--- src/hdl/fcp_pkg.sv ---
// Shared types, codes and saturation helpers for the frustum culling plane block.
package fcp_pkg;

   localparam int NUM_CFG = 6;

   localparam logic [2:0] CFG_LEFT   = 3'd0;
   localparam logic [2:0] CFG_RIGHT  = 3'd1;
   localparam logic [2:0] CFG_BOTTOM = 3'd2;
   localparam logic [2:0] CFG_TOP    = 3'd3;
   localparam logic [2:0] CFG_NEAR   = 3'd4;
   localparam logic [2:0] CFG_FAR    = 3'd5;

   localparam logic [2:0] PLANE_LEFT   = 3'd0;
   localparam logic [2:0] PLANE_RIGHT  = 3'd1;
   localparam logic [2:0] PLANE_BOTTOM = 3'd2;
   localparam logic [2:0] PLANE_TOP    = 3'd3;
   localparam logic [2:0] PLANE_NEAR   = 3'd4;
   localparam logic [2:0] PLANE_FAR    = 3'd5;

   typedef logic [5:0][31:0] cfg_type;

   typedef struct packed {
      logic [2:0][47:0] pos;
      logic [2:0][31:0] dir;
      logic [2:0][31:0] up;
      logic [2:0][31:0] rt;
   } pose_type;

   typedef struct packed {
      logic [2:0]       plane_index;
      logic [2:0][31:0] normal;
      logic [47:0]      plane_offset;
      logic             degenerate;
      logic             last_plane;
   } plane_type;

   function automatic logic [31:0] sat32(input logic signed [36:0] v);
      logic [31:0] r;
      if (v > 37'sd2147483647) begin
         r = 32'h7FFF_FFFF;
      end else if (v < -37'sd2147483648) begin
         r = 32'h8000_0000;
      end else begin
         r = v[31:0];
      end
      return r;
   endfunction

   function automatic logic [47:0] sat48(input logic signed [52:0] v);
      logic [47:0] r;
      if (v > 53'sh7FFF_FFFF_FFFF) begin
         r = 48'h7FFF_FFFF_FFFF;
      end else if (v < -53'sh8000_0000_0000) begin
         r = 48'h8000_0000_0000;
      end else begin
         r = v[47:0];
      end
      return r;
   endfunction

endpackage

--- src/hdl/fcp_queue.sv ---
// Small flop-based FIFO used between the stages and on the result side.
module fcp_queue
   import fcp_pkg::*;
#(
   parameter type item_type = logic,
   parameter int Depth = 2
) (
   input  logic     clock,
   input  logic     reset,
   input  logic     wr_en,
   input  item_type wr_item,
   output logic     full,
   input  logic     rd_en,
   output item_type rd_item,
   output logic     empty
);
   localparam int AW = (Depth > 1) ? $clog2(Depth) : 1;
   localparam int CW = $clog2(Depth + 1);
   localparam logic [AW-1:0] LAST = AW'(Depth - 1);
   localparam logic [CW-1:0] DEPTH_C = CW'(Depth);

   item_type      mem_ff [Depth];
   logic [AW-1:0] wr_ptr_ff, wr_ptr_in;
   logic [AW-1:0] rd_ptr_ff, rd_ptr_in;
   logic [CW-1:0] count_ff, count_in;
   logic          do_wr, do_rd;

   assign full    = (count_ff == DEPTH_C);
   assign empty   = (count_ff == '0);
   assign do_wr   = wr_en & ~full;
   assign do_rd   = rd_en & ~empty;
   assign rd_item = mem_ff[rd_ptr_ff];

   always_comb begin
      wr_ptr_in = wr_ptr_ff;
      rd_ptr_in = rd_ptr_ff;
      count_in  = count_ff;
      if (do_wr) begin
         wr_ptr_in = (wr_ptr_ff == LAST) ? '0 : wr_ptr_ff + 1'b1;
      end
      if (do_rd) begin
         rd_ptr_in = (rd_ptr_ff == LAST) ? '0 : rd_ptr_ff + 1'b1;
      end
      if (do_wr && !do_rd) begin
         count_in = count_ff + 1'b1;
      end else if (do_rd && !do_wr) begin
         count_in = count_ff - 1'b1;
      end
   end

   always_ff @(posedge clock) begin
      if (reset) begin
         wr_ptr_ff <= '0;
         rd_ptr_ff <= '0;
         count_ff  <= '0;
      end else begin
         wr_ptr_ff <= wr_ptr_in;
         rd_ptr_ff <= rd_ptr_in;
         count_ff  <= count_in;
      end
   end

   always_ff @(posedge clock) begin
      if (do_wr) begin
         mem_ff[wr_ptr_ff] <= wr_item;
      end
   end

endmodule

--- config.mk ---
export PLATFORM = sky130hd
export DESIGN_NAME = fcp_queue
export DESIGN_NICKNAME = d
export VERILOG_FILES = /design/src/hdl/fcp_pkg.sv /design/src/hdl/fcp_queue.sv
export SDC_FILE = /design/constraint.sdc
export NUM_CORES = 1
export LEC_CHECK = 0
export BUFFER_PORTS_ARGS = -buffer_cell sky130_fd_sc_hd__buf_4
export CAP_MARGIN = 10
export CELL_PAD_IN_SITES_DETAIL_PLACEMENT = 1
export CELL_PAD_IN_SITES_GLOBAL_PLACEMENT = 1
export CORE_AREA = 2 2 39 41
export DETAILED_ROUTE_END_ITERATION = 10
export DIE_AREA = 0 0 41 43
export HOLD_SLACK_MARGIN = 0.06
export MAX_ROUTING_LAYER = met4
export PLACE_DENSITY_LB_ADDON = 0.1
export SLEW_MARGIN = 20
export SYNTH_ARGS = -nofsm -noshare
export SYNTH_HDL_FRONTEND = slang
export SYNTH_SLANG_ARGS = --single-unit
--- constraint.sdc ---
create_clock -name clock -period 1.38 [get_ports clock]
set_input_delay 0.138 -clock clock [delete_from_list [all_inputs] [get_ports clock]]
set_output_delay 0.138 -clock clock [all_outputs]
set_load 0.005 [all_outputs]
After elaboration in Yosys (flattened, before gate mapping)
Memory sizes are Yosys's and may differ from the RTL's. A register that Yosys moved wholly into a read port is not among the register bits.
Cells that the tools add are included.
{"block": "op_classes", "add_sub_neg": 4, "eq_ne": 1, "muxes": 8, "bitwise": 4, "reduce_logical": 6}
{"cell": "1-bit 2-to-1 mux", "n": 6}
{"cell": "2-bit 2-to-1 mux", "n": 2}
{"cell": "1-bit adder, second input constant", "n": 2}
{"cell": "2-bit by 1-bit adder with 2-bit output, second input constant", "n": 1}
{"cell": "1-bit AND", "n": 2}
{"cell": "2-bit equality test, second input constant", "n": 1}
{"cell": "1-bit logical AND", "n": 2}
{"cell": "1-bit logical NOT", "n": 2}
{"cell": "2-bit logical NOT", "n": 1}
{"cell": "1-bit NOT", "n": 2}
{"cell": "2-bit nonzero test", "n": 1}
{"cell": "2-bit by 1-bit subtractor with 2-bit output, second input constant", "n": 1}
{"block": "totals", "ff_bits": 4, "mem_bits_rw": 2, "input_bits": 5, "elab_cells": 27, "memories": 1}
{"memory": "mem_ff", "depth": 2, "word_bits": 1, "read_ports": 1, "rd_ports_with_merged_regs": 1, "write_ports": 1, "line": "fcp_queue.sv:22", "rtl": "item_type mem_ff [Depth];"}

Depth between registers and ports, before layout
Gate-level depths: netlist of the first run.
{"block": "depth", "word_depth": 7, "mapped_depth": 6, "depth_no_buf": 6}

Worst setup path after synthesis of the first run
Ideal clock, no wire load.
{"block": "synth_path", "path_type": "register to register", "from": "register count_ff[1]", "to": "register count_ff[1]", "setup_time_ps": 70, "t_arrival_ps": 1351, "required_time_ps": 1310, "path_slack_ps": -41, "stages_incl_launch_ff": 6, "period_less_slack_ps": 1421, "cell_sequence": "dfxtp_1 nor2b_2 nor2_1 ha_1 or3_1 a21oi_1"}
{"block": "synth_between", "elab_chain_len": 6}
{"element": "from (decl)", "line": "fcp_queue.sv:25", "rtl": "logic [CW-1:0] count_ff, count_in;"}
{"element": "from (signal assigned)", "line": "fcp_queue.sv:59", "rtl": "count_ff <= count_in;"}
{"element": "2-bit equality test (*)", "line": "fcp_queue.sv:28", "rtl": "assign full = (count_ff == DEPTH_C);"}
{"element": "via full", "line": "fcp_queue.sv:12", "rtl": "output logic full,"}
{"element": "1-bit NOT (*)", "line": "fcp_queue.sv:30", "rtl": "assign do_wr = wr_en & ~full;"}
{"element": "1-bit AND (*)", "line": "fcp_queue.sv:30"}
{"element": "1-bit logical NOT", "line": "fcp_queue.sv:46", "rtl": "end else if (do_rd && !do_wr) begin"}
{"element": "1-bit logical AND", "line": "fcp_queue.sv:46"}
{"element": "2-bit nonzero test (no line)"}
Mark *: on every way through the listed nets, which the timed path passes. The rest lies on a longest branch. The select of a mux whose other input is x is not followed.
A chain may end at the register's enable or synchronous reset.

Worst setup path in the final report of the first run
{"block": "layout_path", "from": "register count_ff[1]", "to": "register count_ff[1]"}
{"block": "layout_between", "elab_chain_len": 6}
{"element": "2-bit equality test or 2-bit logical NOT (tied branches)", "line": "fcp_queue.sv:28, fcp_queue.sv:29"}
{"element": "1-bit NOT (on tied branches)", "line": "fcp_queue.sv:30, fcp_queue.sv:31"}
{"element": "1-bit AND (on tied branches)", "line": "fcp_queue.sv:30, fcp_queue.sv:31"}
{"element": "1-bit logical NOT (on tied branches)", "line": "fcp_queue.sv:46, fcp_queue.sv:44"}
{"element": "1-bit logical AND (on tied branches)", "line": "fcp_queue.sv:46, fcp_queue.sv:44"}
{"element": "2-bit nonzero test (no line) or 2-bit 2-to-1 mux (tied branches)"}
Parallel ways exist; a longest one is shown, timed or not. The select of a mux whose other input is x is not followed.

==> flow_summary_export.csv, run 1 <==
group,metric,value,unit
final_layout,fin_area,447.9,µm²
die,core,1384,µm²
place,port_buffers,7,
final_layout,diodes,0,
timing,max_freq,0.7041,GHz
timing,min_period_over_period,1.029,
yosys,yosysUniqueCellTypes,12,
setup_path,path_cells,"nor2b_4 -> nor2_1 -> ha_1 -> xor2_1 -> or3_1 -> a21oi_2",
power_and_ir_drop,comb_power_share,0.458,
grt,grt_usage,0.1072,
timing,skew,0.007576,ns
final_layout,layout.nets,52,
die,die_h,43,µm
yosys,yosysWarnings,0,
status,status,"finished, violations left",
setup_path,critPathSlowestCell,"dfxtp_2",
power_and_ir_drop,clkPwrFrac,0.200,
drt,vias,253,
die,initial_core_util,0.2089,
drt,ant_nets,0,
clocking,clock_latency,0.25,ns
setup_path,cp_slowest_stage_delay,0.34,ns
setup_path,crit_arrival,1.61,ns
final_layout,fillerInstances,171,
final_layout,layout-drive-gt1-share,0.4667,
power_and_ir_drop,p_leak,0.2059,nW
grt,antenna_found_initial,0,
power_and_ir_drop,vdd_drop_max,0.5751,mV
power_and_ir_drop,p_sw,299.4,µW
final_layout,final_common_cell,"buf_4",
setup_path,endpoint_kind,"register",
yosys,synth-seq-cells,7,
final_layout,syn_to_final_growth,54.98,%
place,gp_congestion,0.7270,
setup_path,cp_max_fo,3,
place,place_ws,-0.05768,ns
die,row_count,14,
yosys,ys_seq_area_frac,0.5541,
job,cap_violations,0,
power_and_ir_drop,finalPower,932.7,µW
yosys,avgSynthCellArea,10.32,µm²
hold_path,hold_path_class,"in2reg",
timing,rsz0062_at_grt,"true",
clocking,clk_path_buf_depth,2,
setup_path,start_kind,"register",
clocking,cts_sinks,7,
drt,drc,0,
setup_path,cp_data_required_time,1.57,ns
timing,slew_headroom,0.8661,
yosys,netlist_area,289.0,µm²
drt,drtIter0Drc,2,
timing,setup_ws,-0.04024,ns
timing,setup_viol,1,
clocking,clock_tree.htree_level_count,1,
die,dieArea,1763,µm²
die,die_x,41,µm
timing,tightest_slew,0.1996,ns
clocking,cts_tree,"done",
clocking,cts-root-buf,"clkbuf_4",
timing,hold_violations,0,
setup_path,crit_type,"reg2reg",
setup_path,critical-path-top-delay-family,"simple AND/OR/NAND/NOR gates",
final_layout,utilization,0.3237,
final_layout,layout_common_cells,"buf_4, nor2_1, xor2_1, dfxtp_1, clkbuf_4",
timing,maxSlewViolCount,0,
grt,grt_max_degree,6,
grt,grt_remaining_overflow,0,
drt,wl_per_cell,10.80,µm
grt,grt_pass1_wl,1152,µm
status,violations,"negative setup slack",
drt,drtPass1Iterations,2,
die,pin_count,8,
power_and_ir_drop,switching_share,0.3211,
yosys,synth_fp_nets,34,
power_and_ir_drop,powerDensity,2082,nW/µm²
place,placed_cell_area,406.6,µm²
power_and_ir_drop,internal-power,633.2,µW
clocking,cts_setup_buffers,0,
timing,period_needed,1.420,ns
setup_path,crit_buf_inv,0,
clocking,cts_buffers,3,
place,hpwl,574.1,µm
clocking,clkTransAtPathRegs,0.06,ns
drt,via_per_inst,4.148,
grt,grt_pass1_vias,302,
drt,wirelength,659,µm
yosys,synth_cells,28,
power_and_ir_drop,pwr-share-seq,0.342,
## cell usage after synthesis
cell	count	area share
or3_1	2	0.043
a21oi_1	2	0.035
o21ai_0	3	0.052
and2_1	1	0.022
edfxtp_1	2	0.21
nor2_1	5	0.065
mux2_2	1	0.039
dfxtp_1	5	0.35
nor2b_2	1	0.030
ha_1	1	0.043
xor2_1	3	0.091
inv_1	2	0.026
## metal layers
layer  vias to the layer above  global-route usage  wire length [µm]
met4                         0             0.08000                25
met1                       109              0.1036               271
met3                         4             0.04712                42
met5                         -                   -                 0
li1                        129                   -                 -
met2                        11              0.1594               320
## cells by family after synthesis
| logic type | Yosys count | share of synthesized area |
|---|---|---|
| buffers and inverters | 2 | 0.02598 |
| adders and majority gates | 1 | 0.04328 |
| muxes | 1 | 0.03896 |
| and+or+nand+nor | 9 | 0.1602 |
| AOI/OAI and AO/OA | 5 | 0.08657 |
| DFF | 7 | 0.5541 |
| xor gates and xnor gates | 3 | 0.09093 |
## cell type report
| cell class | instances | area [µm²] | area share |
|---|---|---|---|
| flip-flops and latches | 7 | 162.7 | 0.3631 |
| multi-input cells | 19 | 130.1 | 0.2905 |
| repair buffers | 13 | 100.1 | 0.2235 |
| clock buffers | 3 | 22.52 | 0.05028 |
| well taps | 16 | 20.02 | 0.04469 |
| inverters | 2 | 7.507 | 0.01676 |
| clock inverters | 1 | 5.005 | 0.01117 |
## power groups by stage
stage / sequential [mW] / combinational (mW) / clock, mW
2_1_floorplan: 0.326 / 0.194 / 0
3_3_place_gp: 0.321 / 0.388 / 0
3_5_place_dp: 0.324 / 0.419 / 0
4_1_cts: 0.320 / 0.422 / 0.193
5_1_grt: 0.330 / 0.476 / 0.210
6_report: 0.319 / 0.428 / 0.186
## stage by stage
stage,setup TNS (ns),hold WS (ns),cells
floorplan,0,0.1997,28
global placement,0,0.3242,56
detailed placement,-0.05768,0.3313,56
CTS,-0.05345,0.06434,60
global route,-0.1308,0.06010,61
finish,-0.04024,0.06718,61
## worst paths after layout
path / startpoint / endpoint / slack (ns) / cells past startpoint
min: reset / count_ff[1] / 0.07 / 2
max: count_ff[1] / count_ff[1] / -0.04 / 6
min reg2reg: wr_ptr_ff / wr_ptr_ff / 0.50 / 2
max reg2reg: count_ff[1] / count_ff[1] / -0.04 / 6
## repair_timing
action,4_1_cts,5_1_grt
hold endpoints to repair,0,1
pin swaps,1,0
hold buffers,0,1
resized for setup,0,2
endpoints found under the setup margin,1,1
(Power assumes the default switching activity.)
==> inputs of run 2 (changes only) <==
==> constraint.sdc (replaced) <==
create_clock -name clock -period 1.55 [get_ports clock]
set_input_delay 0.155 -clock clock [delete_from_list [all_inputs] [get_ports clock]]
set_output_delay 0.155 -clock clock [all_outputs]
set_load 0.005 [all_outputs]
==> run 2 against run 1 <==
  * The flow now finishes without violations
  * Critical path depth stayed put
  * First-iteration DRC count rose by 100%
  * Setup slack improved by 0.045 ns
  * Sequential power is 4% lower
  * Via count down 2.4%
  * Clock skew decreased by 0.0020 ns
  * Clock power shrank 12%
  * Maximum frequency decreased by 8.1%
  * Hold slack improved by 0.022 ns
  * Sequential share of layout area fell by 0.35 points
  * Die area unchanged
  * Count of clock-buffer cells in the layout up 1
  * Critical path type unchanged
  * Highest routed layer unchanged
==> flow_summary_export.csv, run 2 (synthesis results as in run 1) <==
group,metric,value,unit
job,cap_violations,0,
drt,drtIter0Drc,4,
clocking,cts_tree,"done",
clocking,cts_buffers,3,
final_layout,diodes,0,
setup_path,start_kind,"register",
hold_path,hold_depth,1,
clocking,cts-root-buf,"clkbuf_4",
final_layout,fin_area,459.2,µm²
clocking,cts_sinks,7,
setup_path,cp_slowest_stage_delay,0.41,ns
timing,setup_viol,0,
clocking,clock_latency,0.25,ns
drt,wirelength,660,µm
die,die_x,41,µm
power_and_ir_drop,comb_power_share,0.460,
power_and_ir_drop,finalPower,867.7,µW
timing,tightest_slew,0.2606,ns
grt,grt_usage,0.09598,
power_and_ir_drop,p_sw,282.2,µW
status,status,"finished, final reports clean",
die,dieArea,1763,µm²
setup_path,critPathSlowestCell,"or3_1",
grt,antenna_found_initial,0,
die,row_count,14,
clocking,clk_path_buf_depth,2,
timing,period_needed,1.545,ns
setup_path,reg2reg_depth,6,
timing,skew,0.005541,ns
final_layout,final_common_cell,"buf_4",
timing,min_period_over_period,0.9971,
place,placed_cell_area,369.1,µm²
grt,grt_remaining_overflow,0,
clocking,clock_tree.htree_level_count,1,
drt,ant_nets,0,
setup_path,crit_cells,6,
timing,max_freq,0.6471,GHz
setup_path,endpoint_kind,"register",
die,die_h,43,µm
place,numPlacedInstances,52,
final_layout,fin_cells,59,
setup_path,path_cells,"nor2b_4 -> nor2_4 -> ha_4 -> xor2_2 -> or3_1 -> a21oi_2",
power_and_ir_drop,powerDensity,1890,nW/µm²
drt,drc,0,
setup_path,cp_data_required_time,1.73,ns
die,initial_core_util,0.2089,
drt,wl_per_cell,11.19,µm
timing,hold_violations,0,
timing,maxSlewViolCount,0,
place,port_buffers,7,
setup_path,crit_type,"reg2reg",
die,pin_count,8,
clocking,clkTransAtPathRegs,0.05,ns
power_and_ir_drop,internal-power,585.5,µW
grt,grt_pass1_wl,966,µm
final_layout,syn_to_final_growth,58.87,%
final_layout,layout_common_cells,"buf_4, nor2_1, dfxtp_1, clkbuf_4",
power_and_ir_drop,pwr-share-seq,0.352,
power_and_ir_drop,vdd_drop_max,0.4626,mV
power_and_ir_drop,clkPwrFrac,0.188,
drt,via_per_inst,4.186,
place,gp_congestion,0.6810,
drt,drtPass1Iterations,4,
place,hpwl,466.5,µm
timing,rsz0062_at_grt,"true",
drt,vias,247,
setup_path,critical-path-top-delay-family,"simple AND/OR/NAND/NOR gates",
die,core,1384,µm²
power_and_ir_drop,switching_share,0.3252,
setup_path,rrSetupSlack,0.005,ns
setup_path,cp_max_fo,5,
grt,grt_max_degree,6,
final_layout,layout.nets,50,
setup_path,crit_arrival,1.72,ns
timing,slew_headroom,0.8251,
final_layout,layout-drive-gt1-share,0.5116,
setup_path,crit_buf_inv,0,
grt,grt_pass1_vias,242,
power_and_ir_drop,p_leak,0.1974,nW
hold_path,hold_path_class,"in2reg",
-- run 2: cell type report --
class                   instances  area, µm²
repair buffers                 11      82.58
inverters                       2      7.507
multi-input cells              19      157.7
clock buffers                   4      26.28
flip-flops and latches          7      165.2
fillers                       169      924.6
well taps                      16      20.02
-- run 2: power groups by stage --
stage | clock network (mW) | logic, mW | registers (mW)
after detailed placement | 0 | 0.275 | 0.291
after floorplan | 0 | 0.164 | 0.280
after global placement | 0 | 0.257 | 0.286
final | 0.163 | 0.399 | 0.305
after CTS | 0.173 | 0.288 | 0.296
after global routing | 0.189 | 0.444 | 0.315
-- run 2: through the flow --
step                      hold slack, ns    util  TNS [ns]  setup WS (ns)
after global routing             0.07122  0.3318  -0.06738       -0.06738
after floorplan                   0.2241       -         0         0.1289
after global placement            0.3421  0.2667         0        0.05197
final                            0.08889  0.3318         0       0.004542
after detailed placement          0.3442  0.2667  -0.04780       -0.04780
after CTS                        0.07939  0.2911         0        0.02028
-- run 2: worst paths after layout --
kind | endpoint | start
setup reg to reg | count_ff[1] | count_ff[1]
hold / removal | mem_ff[1] | wr_item
setup / recovery | count_ff[1] | count_ff[1]
hold reg to reg | wr_ptr_ff | wr_ptr_ff
-- run 2: metal layers --
layer  wire length (µm)  vias to the layer above  global-route usage
li1                   -                      124                   -
met1                248                      115             0.08766
met2                359                        6              0.1313
met3                 35                        2             0.06283
met4                 17                        0             0.08000
met5                  0                        -                   -
-- run 2: worst register-to-register path: cells and delay by family (launching register included) --
kind            cells  cell delay [ns]
xor+xnor            1             0.15
simple gates        3             0.67
compound gates      1             0.14
flops               1             0.36
fa+ha+maj           1             0.16
-- run 2: what timing repair did --
item	4_1_cts	5_1_grt
setup endpoints to repair	1	1
buffers inserted	0	3
endpoints found under the hold margin	0	0
gates cloned	0	0
resized for setup	3	8
hold buffers	0	0
pin swaps	0	4
==> inputs of run 3 (changes only) <==
--- a/config.mk
+++ b/config.mk
@@ -14,7 +14,7 @@
 export DIE_AREA = 0 0 41 43
 export HOLD_SLACK_MARGIN = 0.06
 export MAX_ROUTING_LAYER = met4
-export PLACE_DENSITY_LB_ADDON = 0.1
+export PLACE_DENSITY = 0.49
 export SLEW_MARGIN = 20
 export SYNTH_ARGS = -nofsm -noshare
 export SYNTH_HDL_FRONTEND = slang
==> run 3 against run 2 <==
  * Register-to-register slack gained 0.06 ns
  * Via count shrank 8.9%
  * Count of clock-buffer cells in the layout is the same
  * Combinational power shrank 18%
  * Non-clock buffer count shrank 2
  * Cell count shrank 3.4%
  * Critical path type unchanged
==> flow_summary_export.csv, run 3 (synthesis results as in run 1) <==
group,metric,value,unit
final_layout,final_common_cell,"buf_4",
grt,grt_max_degree,6,
grt,grt_pass1_vias,232,
drt,vias,225,
timing,hold_violations,0,
grt,grt_usage,0.08359,
die,die_x,41,µm
die,pin_count,8,
place,placed_cell_area,369.1,µm²
power_and_ir_drop,powerDensity,1871,nW/µm²
final_layout,fin_area,424.2,µm²
drt,drtPass1Iterations,2,
power_and_ir_drop,p_leak,0.1854,nW
place,place_ws,-0.02768,ns
setup_path,cp_max_fo,5,
drt,via_per_inst,3.947,
timing,period_needed,1.482,ns
clocking,clkTransAtPathRegs,0.06,ns
clocking,cts_sinks,7,
job,cap_violations,0,
setup_path,critPathSlowestCell,"or3_4",
timing,skew,0.002578,ns
die,row_count,14,
clocking,cts_tree,"done",
setup_path,crit_buf_inv,0,
die,initial_core_util,0.2089,
final_layout,layout-drive-gt1-share,0.4634,
timing,maxSlewViolCount,0,
place,port_buffers,7,
grt,grt_pass1_wl,890,µm
clocking,cts_buffers,3,
power_and_ir_drop,finalPower,793.5,µW
drt,drc,0,
setup_path,cp_slowest_stage_delay,0.38,ns
drt,drtIter0Drc,1,
power_and_ir_drop,vdd_drop_max,0.5613,mV
setup_path,start_kind,"register",
setup_path,endpoint_kind,"register",
timing,tightest_slew,0.2798,ns
timing,slew_headroom,0.8115,
timing,setup_ws,0.06845,ns
clocking,clk_path_buf_depth,2,
setup_path,path_cells,"nor2b_4 -> nor2_2 -> ha_1 -> or3_4 -> a21oi_2",
timing,min_period_over_period,0.9558,
die,die_h,43,µm
drt,wl_per_cell,10.28,µm
grt,grt_remaining_overflow,0,
setup_path,critical-path-top-delay-family,"simple AND/OR/NAND/NOR gates",
final_layout,layout.nets,48,
clocking,cts-root-buf,"clkbuf_4",
final_layout,diodes,0,
grt,antenna_found_initial,0,
status,status,"finished, final reports clean",
die,core,1384,µm²
final_layout,layout_common_cells,"buf_4, nor2_1, xor2_1, dfxtp_1, clkbuf_4",
setup_path,cp_data_required_time,1.72,ns
clocking,clock_latency,0.25,ns
setup_path,crit_arrival,1.66,ns
place,gp_congestion,0.7378,
clocking,clock_tree.htree_level_count,1,
final_layout,utilization,0.3065,
timing,max_freq,0.6750,GHz
die,dieArea,1763,µm²
drt,wirelength,586,µm
place,hpwl,450.5,µm
final_layout,syn_to_final_growth,46.75,%
hold_path,hold_path_class,"in2reg",
setup_path,crit_type,"reg2reg",
drt,ant_nets,0,
timing,hold_ws,0.09323,ns
timing,setup_viol,0,
setup_path,rrSetupSlack,0.07,ns
==> run 3: final timing paths <==
kind	from	endpoint	cells after the start
worst max-delay path	count_ff[1]	count_ff[1]	5
worst min-delay path	wr_item	mem_ff[1]	1
worst max register to register	count_ff[1]	count_ff[1]	5
worst min register to register	wr_ptr_ff	wr_ptr_ff	2
==> run 3: repair_timing <==
action,CTS,global route
setup endpoints to repair,1,1
hold buffers,0,0
pin swaps,0,1
setup buffers,0,1
gates resized for setup,3,5
==> run 3: metrics by stage <==
stage	cells	setup TNS [ns]
floorplan	28	0
global placement	52	0
detailed placement	52	-0.02768
CTS	56	0
global route	57	-0.01482
finish	57	0
==> run 3: report_power, final <==
| part | internal, mW | switching [mW] | leakage (nW) | total (mW) |
|---|---|---|---|---|
| clock network | 0.0983 | 0.0679 | 0.0150 | 0.166 |
| registers | 0.255 | 0.0456 | 0.0609 | 0.301 |
| logic | 0.188 | 0.138 | 0.110 | 0.326 |
==> run 3: layout make-up <==
class	count	area (µm²)
clock buffer	4	26.28
fill	159	959.7
inverter	2	7.507
multi-input combinational	19	137.6
sequential	7	165.2
tap	16	20.02
timing repair buffer	9	67.56
==> run 3: layer usage <==
layer	wire length (µm)	up-vias	GRT usage
li1	-	118	-
met1	245	103	0.09416
met2	310	4	0.1063
met3	31	0	0.03141
met4	0	0	0.08000
met5	0	-	-
